==> src/hw/rtl/robot_mode_supervisor_unit_macros.svh <==
// Assertion helpers for the mode supervisor
`ifndef ROBOT_MODE_SUPERVISOR_UNIT_MACROS_SVH
`define ROBOT_MODE_SUPERVISOR_UNIT_MACROS_SVH

// Same-cycle implication, checked out of reset
`define RMS_ASSERT_IMPL(label, clk, rst_n, ante, cons) \
    label: assert property (@(posedge clk) disable iff (!rst_n) (ante) |-> (cons)) \
        else $error("rms: same-cycle check failed");

// Next-cycle implication, checked out of reset
`define RMS_ASSERT_NEXT(label, clk, rst_n, ante, cons) \
    label: assert property (@(posedge clk) disable iff (!rst_n) (ante) |=> (cons)) \
        else $error("rms: next-cycle check failed");

`endif

==> src/hw/rtl/rms_pkg.sv <==
`default_nettype none

package rms_pkg;

    typedef enum logic [2:0] {
        MODE_INIT        = 3'd0,
        MODE_IDLE        = 3'd1,
        MODE_CALIBRATING = 3'd2,
        MODE_BALANCING   = 3'd3,
        MODE_FALLEN      = 3'd4,
        MODE_RECOVERY    = 3'd5,
        MODE_FATAL       = 3'd6
    } mode_t;

    typedef enum logic [3:0] {
        OP_FALL         = 4'd0,
        OP_START        = 4'd1,
        OP_STOP         = 4'd2,
        OP_BATTERY      = 4'd3,
        OP_ORIENT       = 4'd4,
        OP_CAL          = 4'd5,
        OP_CAL_DONE     = 4'd6,
        OP_SENSOR_ERR   = 4'd7,
        OP_REC_RESULT   = 4'd8,
        OP_REC_ON       = 4'd9,
        OP_REC_OFF      = 4'd10,
        OP_FALL_DET_ON  = 4'd11,
        OP_FALL_DET_OFF = 4'd12
    } op_t;

    localparam int CFG_IDX_W  = 2;
    localparam int CFG_DATA_W = 32;

    localparam logic [CFG_IDX_W-1:0] CFG_UPRIGHT_THRESHOLD = 2'd0;
    localparam logic [CFG_IDX_W-1:0] CFG_HOLD_TIME_US      = 2'd1;
    localparam logic [CFG_IDX_W-1:0] CFG_MAX_ATTEMPTS      = 2'd2;

    localparam logic [14:0] THRESHOLD_RESET    = 15'd715;
    localparam logic [31:0] HOLD_TIME_RESET    = 32'd1000000;
    localparam logic [3:0]  MAX_ATTEMPTS_RESET = 4'd3;
    localparam logic [3:0]  ATTEMPT_MAX        = 4'd15;

    typedef struct packed {
        logic [3:0]         operation;
        logic               battery_low;
        logic signed [15:0] pitch;
        logic [63:0]        timestamp_us;
        logic               recovery_ok;
    } in_t;

    typedef struct packed {
        logic [2:0] mode;
        logic [2:0] previous_mode;
        logic       mode_changed;
        logic       calibration_request;
        logic       recovery_request;
        logic [3:0] attempt_number;
    } out_t;

endpackage

`default_nettype wire

==> src/hw/rtl/robot_mode_supervisor_unit.sv <==
// Each event is held in the input register, and its result in the output register.
// Throughput: one event per cycle while results are taken; a stalled result holds the next
// event in the input register, and input stalls once both registers are full.
// Reset (rst_n low, asynchronous): mode init, saved mode idle, tracker and attempt
// count cleared, auto-recovery and fall detection on, registers at their defaults.
`default_nettype none
`include "robot_mode_supervisor_unit_macros.svh"

module robot_mode_supervisor_unit (
    input  wire logic                            clk,
    input  wire logic                            rst_n,
    input  wire logic                            cfg_wen,
    input  wire logic [rms_pkg::CFG_IDX_W-1:0]   cfg_addr,
    input  wire logic [rms_pkg::CFG_DATA_W-1:0]  cfg_wdata,
    input  wire logic                            in_valid,
    output logic                                 in_ready,
    input  wire rms_pkg::in_t                    in_data,
    output logic                                 out_valid,
    input  wire logic                            out_ready,
    output rms_pkg::out_t                        out_data
);

    // configuration
    logic [14:0] threshold_reg;
    logic [31:0] hold_time_reg;
    logic [3:0]  max_attempts_reg;

    // pipeline
    logic          s1_valid_reg;
    logic          s1_valid_next;
    rms_pkg::in_t  s1_data_reg;
    logic          s1_take;
    logic          in_fire;
    logic          out_valid_reg;
    logic          out_valid_next;
    rms_pkg::out_t out_data_reg;
    rms_pkg::out_t out_data_next;

    // supervisor state
    rms_pkg::mode_t mode_reg;
    rms_pkg::mode_t mode_next;
    rms_pkg::mode_t saved_reg;
    rms_pkg::mode_t saved_next;
    logic           trk_reg;
    logic           trk_next;
    logic [63:0]    start_reg;
    logic [63:0]    start_next;
    logic [3:0]     count_reg;
    logic [3:0]     count_next;
    logic           auto_reg;
    logic           auto_next;
    logic           fd_reg;
    logic           fd_next;

    assign in_fire   = in_valid && in_ready;
    assign s1_take   = s1_valid_reg && (!out_valid_reg || out_ready);
    assign in_ready  = !s1_valid_reg || s1_take;
    assign out_valid = out_valid_reg;
    assign out_data  = out_data_reg;

    always_comb
    begin
        if (in_fire)
        begin
            s1_valid_next = 1'b1;
        end
        else if (s1_take)
        begin
            s1_valid_next = 1'b0;
        end
        else
        begin
            s1_valid_next = s1_valid_reg;
        end

        if (s1_take)
        begin
            out_valid_next = 1'b1;
        end
        else if (out_ready)
        begin
            out_valid_next = 1'b0;
        end
        else
        begin
            out_valid_next = out_valid_reg;
        end
    end

    // event decode and mode transition
    always_comb
    begin
        logic [15:0] p_raw;
        logic [15:0] p_neg;
        logic [14:0] mag;
        logic [63:0] elapsed;
        logic        held;
        logic        clr;
        logic        step_req;
        logic        changed;
        logic        cal_req;
        logic        rec_req;

        p_raw    = s1_data_reg.pitch;
        p_neg    = ~p_raw + 16'd1;
        elapsed  = s1_data_reg.timestamp_us - start_reg;
        held     = (elapsed[63:32] != 32'd0) || (elapsed[31:0] >= hold_time_reg);
        clr      = 1'b0;
        step_req = 1'b0;
        cal_req  = 1'b0;
        rec_req  = 1'b0;

        mode_next  = mode_reg;
        saved_next = saved_reg;
        trk_next   = trk_reg;
        start_next = start_reg;
        count_next = count_reg;
        auto_next  = auto_reg;
        fd_next    = fd_reg;

        // saturate the magnitude of the most negative pitch
        if (!p_raw[15])
        begin
            mag = p_raw[14:0];
        end
        else if (p_raw == 16'h8000)
        begin
            mag = 15'h7FFF;
        end
        else
        begin
            mag = p_neg[14:0];
        end

        unique case (rms_pkg::op_t'(s1_data_reg.operation))
            rms_pkg::OP_FALL:
            begin
                if (fd_reg && mode_reg == rms_pkg::MODE_BALANCING)
                begin
                    mode_next = rms_pkg::MODE_FALLEN;
                end
            end
            rms_pkg::OP_START:
            begin
                if (mode_reg == rms_pkg::MODE_IDLE || mode_reg == rms_pkg::MODE_FALLEN)
                begin
                    mode_next = rms_pkg::MODE_BALANCING;
                end
            end
            rms_pkg::OP_STOP:
            begin
                mode_next = rms_pkg::MODE_IDLE;
            end
            rms_pkg::OP_BATTERY:
            begin
                if (s1_data_reg.battery_low && mode_reg == rms_pkg::MODE_BALANCING)
                begin
                    mode_next = rms_pkg::MODE_IDLE;
                end
            end
            rms_pkg::OP_ORIENT:
            begin
                if (mode_reg != rms_pkg::MODE_FALLEN || !auto_reg)
                begin
                    clr = 1'b1;
                end
                else if (mag < threshold_reg)
                begin
                    if (!trk_reg)
                    begin
                        trk_next   = 1'b1;
                        start_next = s1_data_reg.timestamp_us;
                    end
                    else if (held)
                    begin
                        mode_next = rms_pkg::MODE_BALANCING;
                    end
                end
                else
                begin
                    clr = 1'b1;
                end
            end
            rms_pkg::OP_CAL:
            begin
                if (mode_reg == rms_pkg::MODE_IDLE)
                begin
                    mode_next = rms_pkg::MODE_CALIBRATING;
                    cal_req   = 1'b1;
                end
            end
            rms_pkg::OP_CAL_DONE:
            begin
                if (mode_reg == rms_pkg::MODE_CALIBRATING)
                begin
                    mode_next = rms_pkg::MODE_IDLE;
                end
            end
            rms_pkg::OP_SENSOR_ERR:
            begin
                if (mode_reg != rms_pkg::MODE_RECOVERY && mode_reg != rms_pkg::MODE_FATAL)
                begin
                    saved_next = mode_reg;
                    mode_next  = rms_pkg::MODE_RECOVERY;
                end
            end
            rms_pkg::OP_REC_RESULT:
            begin
                if (mode_reg == rms_pkg::MODE_RECOVERY)
                begin
                    if (s1_data_reg.recovery_ok)
                    begin
                        mode_next = saved_reg;
                    end
                    else if (count_reg >= max_attempts_reg)
                    begin
                        mode_next = rms_pkg::MODE_FATAL;
                    end
                    else
                    begin
                        step_req = 1'b1;
                    end
                end
            end
            rms_pkg::OP_REC_ON:
            begin
                auto_next = 1'b1;
            end
            rms_pkg::OP_REC_OFF:
            begin
                auto_next = 1'b0;
                clr       = 1'b1;
            end
            rms_pkg::OP_FALL_DET_ON:
            begin
                fd_next = 1'b1;
            end
            rms_pkg::OP_FALL_DET_OFF:
            begin
                fd_next = 1'b0;
            end
            default:
            begin
                // unused codes leave everything as it is
            end
        endcase

        changed = (mode_next != mode_reg);

        // side effects of a mode change, tracker clears and retry steps
        if (changed && mode_reg == rms_pkg::MODE_FALLEN)
        begin
            clr = 1'b1;
        end
        if (clr)
        begin
            trk_next = 1'b0;
        end

        if (changed && mode_next == rms_pkg::MODE_RECOVERY)
        begin
            // entry always starts a fresh count with attempt one
            count_next = 4'd1;
            rec_req    = 1'b1;
        end
        else if (changed && mode_reg == rms_pkg::MODE_RECOVERY)
        begin
            count_next = 4'd0;
        end
        else if (step_req)
        begin
            if (count_reg != rms_pkg::ATTEMPT_MAX)
            begin
                count_next = count_reg + 4'd1;
            end
            rec_req = 1'b1;
        end

        out_data_next.mode                = mode_next;
        out_data_next.previous_mode       = mode_reg;
        out_data_next.mode_changed        = changed;
        out_data_next.calibration_request = cal_req;
        out_data_next.recovery_request    = rec_req;
        out_data_next.attempt_number      = rec_req ? count_next : 4'd0;
    end

    always_ff @(posedge clk or negedge rst_n)
    begin
        if (!rst_n)
        begin
            threshold_reg    <= rms_pkg::THRESHOLD_RESET;
            hold_time_reg    <= rms_pkg::HOLD_TIME_RESET;
            max_attempts_reg <= rms_pkg::MAX_ATTEMPTS_RESET;
        end
        else if (cfg_wen)
        begin
            unique case (cfg_addr)
                rms_pkg::CFG_UPRIGHT_THRESHOLD: threshold_reg    <= cfg_wdata[14:0];
                rms_pkg::CFG_HOLD_TIME_US:      hold_time_reg    <= cfg_wdata;
                rms_pkg::CFG_MAX_ATTEMPTS:      max_attempts_reg <= cfg_wdata[3:0];
                default:
                begin
                    // drop writes to unmapped indexes
                end
            endcase
        end
    end

    always_ff @(posedge clk or negedge rst_n)
    begin
        if (!rst_n)
        begin
            s1_valid_reg  <= 1'b0;
            out_valid_reg <= 1'b0;
            mode_reg      <= rms_pkg::MODE_INIT;
            saved_reg     <= rms_pkg::MODE_IDLE;
            trk_reg       <= 1'b0;
            count_reg     <= 4'd0;
            auto_reg      <= 1'b1;
            fd_reg        <= 1'b1;
        end
        else
        begin
            s1_valid_reg  <= s1_valid_next;
            out_valid_reg <= out_valid_next;
            if (s1_take)
            begin
                mode_reg  <= mode_next;
                saved_reg <= saved_next;
                trk_reg   <= trk_next;
                count_reg <= count_next;
                auto_reg  <= auto_next;
                fd_reg    <= fd_next;
            end
        end
    end

    // payload registers
    always_ff @(posedge clk)
    begin
        if (in_fire)
        begin
            s1_data_reg <= in_data;
        end
        if (s1_take)
        begin
            out_data_reg <= out_data_next;
            start_reg    <= start_next;
        end
    end

    `RMS_ASSERT_IMPL(a_count_only_in_recovery, clk, rst_n,
        count_reg != 4'd0, mode_reg == rms_pkg::MODE_RECOVERY)
    `RMS_ASSERT_IMPL(a_tracking_only_fallen, clk, rst_n,
        trk_reg, mode_reg == rms_pkg::MODE_FALLEN)
    `RMS_ASSERT_IMPL(a_request_in_recovery, clk, rst_n,
        out_valid_reg && out_data_reg.recovery_request,
        out_data_reg.mode == rms_pkg::MODE_RECOVERY && out_data_reg.attempt_number != 4'd0)
    `RMS_ASSERT_NEXT(a_take_gives_result, clk, rst_n,
        s1_take, out_valid_reg)

endmodule

`default_nettype wire

==> config.mk <==
export PLATFORM = sky130hd
export DESIGN_NAME = robot_mode_supervisor_unit
export DESIGN_NICKNAME = d
export VERILOG_FILES = /design/src/hw/rtl/rms_pkg.sv /design/src/hw/rtl/robot_mode_supervisor_unit.sv
export VERILOG_INCLUDE_DIRS = /design/src /design/src/hw/rtl
export SDC_FILE = /design/constraint.sdc
export NUM_CORES = 1
export LEC_CHECK = 0
export ABC_AREA = 1
export BUFFER_PORTS_ARGS = -buffer_cell sky130_fd_sc_hd__buf_2
export CORE_MARGIN = 2
export CORE_UTILIZATION = 50
export CTS_CLUSTER_SIZE = 16
export DETAILED_ROUTE_END_ITERATION = 7
export GPL_TIMING_DRIVEN = 0
export PLACE_DENSITY_LB_ADDON = 0.15
export REMOVE_ABC_BUFFERS = 1
export SETUP_SLACK_MARGIN = 0.3
export SLEW_MARGIN = 30
export SYNTH_ARGS = -nofsm -noshare
export SYNTH_HDL_FRONTEND = slang
export SYNTH_SLANG_ARGS = --single-unit
==> constraint.sdc <==
create_clock -name clk -period 6.7 [get_ports clk]
set_input_delay 0.335 -clock clk [delete_from_list [all_inputs] [get_ports clk]]
set_output_delay 0.335 -clock clk [all_outputs]
set_load 0.05 [all_outputs]
## After elaboration in Yosys (flattened, before gate mapping)

Cells that the tools add are included.

| word-level totals | value |
|---|---|
| word-level logic and storage cells | 134 |
| bits in writable memories | 0 |
| memories kept | 0 |
| output and inout port bits | 15 |
| bits in latches | 0 |
| ROM bits | 0 |
| bits in registers | 229 |

| operators by class | value |
|---|---|
| shift-type cells | 0 |
| equal/unequal tests | 27 |
| $mul | 0 |
| divide/modulo/power cells | 0 |
| bitwise operators | 3 |
| $add $sub $neg | 3 |
| magnitude comparators | 3 |
| reduce and logical (&&, ||, !) cells | 33 |
| mux-type cells | 42 |

Operator list:

| cell | count |
|---|---|
| subtractor 64 bit | 1 |
| two-way mux 3 bit | 13 |
| greater-or-equal comparator 32 bit | 1 |
| nonzero test 32 bit | 1 |
| two-way mux 15 bit | 2 |
| one-hot mux 3 bit (9 select lines) | 1 |
| equality test 4 bit, second input constant | 5 |
| two-way mux 1 bit | 19 |
| equality test 16 bit, second input constant | 1 |
| equality test 4 x 3 -> 1 bit, second input constant | 4 |
| two-way mux 4 bit | 4 |
| adder 15 x 1 -> 15 bit, second input constant | 1 |
| less-than comparator 15 bit | 1 |
| NOT 15 bit | 1 |
| nonzero test 2 bit | 6 |
| AND reduction 2 bit | 5 |
| equality test 3 bit, second input constant | 3 |
| != test 3 bit, second input constant | 3 |
| equality test 4 x 2 -> 1 bit, second input constant | 2 |
| logical AND 1 bit | 8 |
| equality test 3 x 2 -> 1 bit, second input constant | 2 |
| one-hot mux 1 bit (2 select lines) | 3 |
| logical OR 1 bit | 5 |
| AND reduction 5 bit | 1 |
| 15 further kinds | 18 |

## Longest topological paths before layout

| depth | value |
|---|---|
| depth in word-level cells | 13 |
| mapped depth | 37 |

## Least setup slack after synthesis

Ideal clock, no wire load.

| timing path | value |
|---|---|
| path type | register -> register |
| start | register s1_data_reg[65] (netlist name) |
| end | register start_reg[0], enable pin |
| path slack | 0.940 ns |
| data required time | 6.214 ns |
| buffers on the path | 1 |
| clock period less this slack | 5.760 ns |
| cell stages (with the launch flop) | 21 |
| arrival time | 5.273 ns |
| cell sequence | edfxtp_1 > inv_1 > ha_1 > nand3_1 > nor2_1 > nand2_1 > nor2_1 > nand2_1 > clkbuf_1 > inv_1 > a21oi_1 > o21ai_0 > ha_1 > nand2_1 > o21ai_0 > nor3b_1 > a2111oi_0 > nand2_1 > nor2_1 > nand3_1 > nor2_1 |

| between the ends | value |
|---|---|
| cells in the longest elaborated chain, start to end | 6 |
| elaborated cells on any way between the ends | 7 |
| those cells by class | add/sub (1); order compare (1); eq/ne (1); mux (2); bitwise (1); reduce/logical (1) |

RTL lines:

| element | RTL line | text |
|---|---|---|
| start, declared | robot_mode_supervisor_unit.sv:31 | `rms_pkg::in_t s1_data_reg;` |
| start signal, assigned | robot_mode_supervisor_unit.sv:343 | `s1_data_reg <= in_data;` |
| NOT 15 bit | robot_mode_supervisor_unit.sv:105 | `p_neg = ~p_raw + 16'd1;` |
| adder 15 x 1 -> 15 bit | robot_mode_supervisor_unit.sv:105 |  |
| two-way mux 15 bit | robot_mode_supervisor_unit.sv:126 | `else if (p_raw == 16'h8000)` |
| two-way mux 15 bit (*) | robot_mode_supervisor_unit.sv:122 | `if (!p_raw[15])` |
| less-than comparator 15 bit (*) | robot_mode_supervisor_unit.sv:167 | `else if (mag < threshold_reg)` |
| AND reduction 5 bit (no line) (*) | n/a |  |
| end signal, assigned | robot_mode_supervisor_unit.sv:348 | `start_reg <= start_next;` |
| end, declared | robot_mode_supervisor_unit.sv:46 | `logic [63:0] start_reg;` |

Mark *: on every way between the ends. The rest lies on a longest branch, timed or not.
A chain may end at the register's enable or synchronous reset.

==> metrics <==
status=complete, no violations; Netlist cell types=47; CP required=7120 ps; crit start category=flip-flop; worst-margin pin slew=918 ps; drt first pass iters=5; first-pass GRT wire length=68700 microns; Reg clk slew, reported paths=60 ps; final setup vio count=0; Max-cap violations=0; Cell Count Post-Placement=2749; Max Clk Rate=209 MHz; initial antenna violation count=0; final instance area=19100 sq um; Top FF cell, synth=edfxtp_1; Synthesis Warnings=0; leak pwr=10.1 nW; Synth Area per Inst=7.23 sq um; DR vias=14300; most common cell in the synthesized netlist=nand2_1; Core Region=31600 sq um; FF-to-FF Start=s1_data_reg[1]; postcts setup bufs=0; Max Slew Vio Count=0; Mapped Area=16000 sq um; final worst-path cycle share=0.715; H-tree levels=1; gr ovfl total=0; Synth area leaders=edfxtp_1 31%, nand2_1 17%, inv_1 11%, ha_1 9.0%, dfrtp_1 7.5%; crit path launch=s1_data_reg[1]; Multi-input gate area=7460 sq um; gr usage total=0.261; register area=6570 sq um; CP Class=flip-flop to flip-flop; Die Y=183 microns; drt first-iter violations=842; CTS sink cnt=229; initial core utilization=0.508; GPL Wtd Cong=0.937; Via density=4.95; Slowest-stage cell, CP=fa_1; vias in the first global route=13500; sequential-to-total area share from yosys stat=0.410; share of the synthesized area in the top cell type=0.306; fraction of final layout cells with drive strength greater than 1=0.125; max reg flops=86; Rows=65; port bufs=139; largest net degree at the start of global routing=65; post-cts resize count=0; Residual DRC=0; routed wire length=43400 microns; worst vdd ir=246 uV; Die Wd=183 microns; Critical Path AT=5200 ps; HP Class=input pin to flip-flop; antenna violation net count after detailed routing=0; slowest cell delay on critical path=410 ps; Post-synth top cells=738 x nand2_1, 485 x inv_1, 163 x edfxtp_1; Gate Count Post-Synth=2217; fill cell count=2906; area leader, netlist=edfxtp_1; RSZ-0062 raised after global routing=no; worst-skew pair later-pin latency=560 ps; Max transition margin=0.387; crit end category=flip-flop; CTS root buf=clkbuf_16; # diodes=0; flops & latches, synth=229; placed cell area=17300 sq um; I/O pin cnt=140; Critical Path Most Common Cell=nand2_1; Period minus WS final=4790 ps; worst setup margin=1910 ps; ys async rst share=0.288; PwrDens=219 nW/um^2; Worst Path Max Fanout=7; Die Area=33500 sq um; Area growth syn-to-layout=19.0%; Layout Nets=2703; TritonCTS clock tree=yes; Inserted Clock Buffers=26; Worst Hold Launch=cfg_wdata[16]; final hold viol count=0; Non-Filler Instances=2884; Post-synth EDFFs=163; pre-CTS WS=2040 ps; Setup Skew=11.2 ps; Max Root-Sink Buffers=3; placed wire-length estimate=34800 microns; DR WL/cell=15.0 microns
-- power by group --
part / total (W) / switching [W] / internal (W)
clock: 0.00142 / 0.000598 / 0.000824
sequential: 0.00177 / 0.0000864 / 0.00169
combinational: 0.000986 / 0.000640 / 0.000345
-- cell type report --
class,instances,area share
Multi-Input combinational cell,1453,0.391
Clock buffer,34,0.0368
Timing Repair Buffer,231,0.0895
Sequential cell,229,0.345
Clock inverter,14,0.00853
Inverter,521,0.103
Tap cell,402,0.0264
-- final timing paths --
kind	depth (start not counted)	slack (ps)	to
min in group asynchronous	2	200	mode_reg[0]
hold / removal	3	30	hold_time_reg[16]
max in group asynchronous	3	5890	threshold_reg[6]
setup reg to reg	33	1910	out_data[1]
setup / recovery	33	1910	out_data[1]
hold reg to reg	0	460	start_reg[16]
-- cells in the final DEF, fill, tap and decap left out, types with 3 or more instances in the layout --
| cell | n |
|---|---|
| nand2_1 | 738 |
| inv_1 | 484 |
| edfxtp_1 | 163 |
| nor2_1 | 151 |
| buf_2 | 138 |
| ha_1 | 115 |
| nand3_1 | 94 |
| a21oi_1 | 89 |
| dlygate4sd3_1 | 87 |
| o21ai_0 | 70 |
| dfrtp_1 | 48 |
| xor2_1 | 32 |
| inv_2 | 31 |
| nor2_2 | 30 |
| nor3_1 | 26 |
| clkbuf_16 | 26 |
| nand4_1 | 24 |
| nand2_2 | 20 |
| dfstp_2 | 18 |
| nor3_2 | 9 |
| nand3b_1 | 7 |
| or2_2 | 6 |
| clkinv_1 | 6 |
| clkbuf_1 | 6 |
| o21bai_1 | 5 |
| clkinv_2 | 5 |
| buf_16 | 5 |
| nand3_2 | 4 |
| nor2_4 | 3 |
| a211oi_1 | 3 |
| o2111ai_1 | 3 |
| inv_6 | 3 |
| clkinv_4 | 3 |
-- critical path, delay by kind of cell (launching register included) --
| family | cells | cell delay (ps) |
|---|---|---|
| xor gates and xnor gates | 1 | 240 |
| adders and majority gates | 3 | 910 |
| AOI/OAI and AO/OA | 1 | 290 |
| and+or+nand+nor | 26 | 2630 |
| buffers and inverters | 2 | 190 |
| DFF | 1 | 360 |
-- stage by stage --
stage | total power (W) | TNS (ps) | util | hold slack, ps
final | 0.00418 | 0 | 0.604 | 26.6
after global routing | 0.00442 | 0 | 0.604 | 10.9
after CTS | 0.00422 | 0 | 0.604 | 4.44
after detailed placement | 0.00273 | 0 | 0.549 | 238
after global placement | 0.00271 | -64850 | 0.544 | 449
after floorplan | 0.00243 | 0 | - | 39.4
-- what timing repair did --
action,CTS,global route
endpoints found under the setup margin,0,0
hold endpoints to repair,138,0
hold buffers,87,0
-- logic make-up (layout without fill, tap and decap cells) --
kind of cell,after synthesis,in the layout,synth area share
simple gates,1121,1121,0.294
compound gates,183,183,0.0611
xor+xnor,33,33,0.0180
fa+ha+maj,116,116,0.0911
buf+inv,535,800,0.125
flops,229,229,0.410
-- routing by layer --
metal | global-route usage | share of wire | vias up
li1 | - | - | 7367
met1 | 0.378 | 0.49 | 6501
met2 | 0.422 | 0.44 | 354
met3 | 0.0306 | 0.046 | 60
met4 | 0.0605 | 0.023 | 0
met5 | 0 | 0 | -
Note: power is estimated with default switching activity, not from simulation.
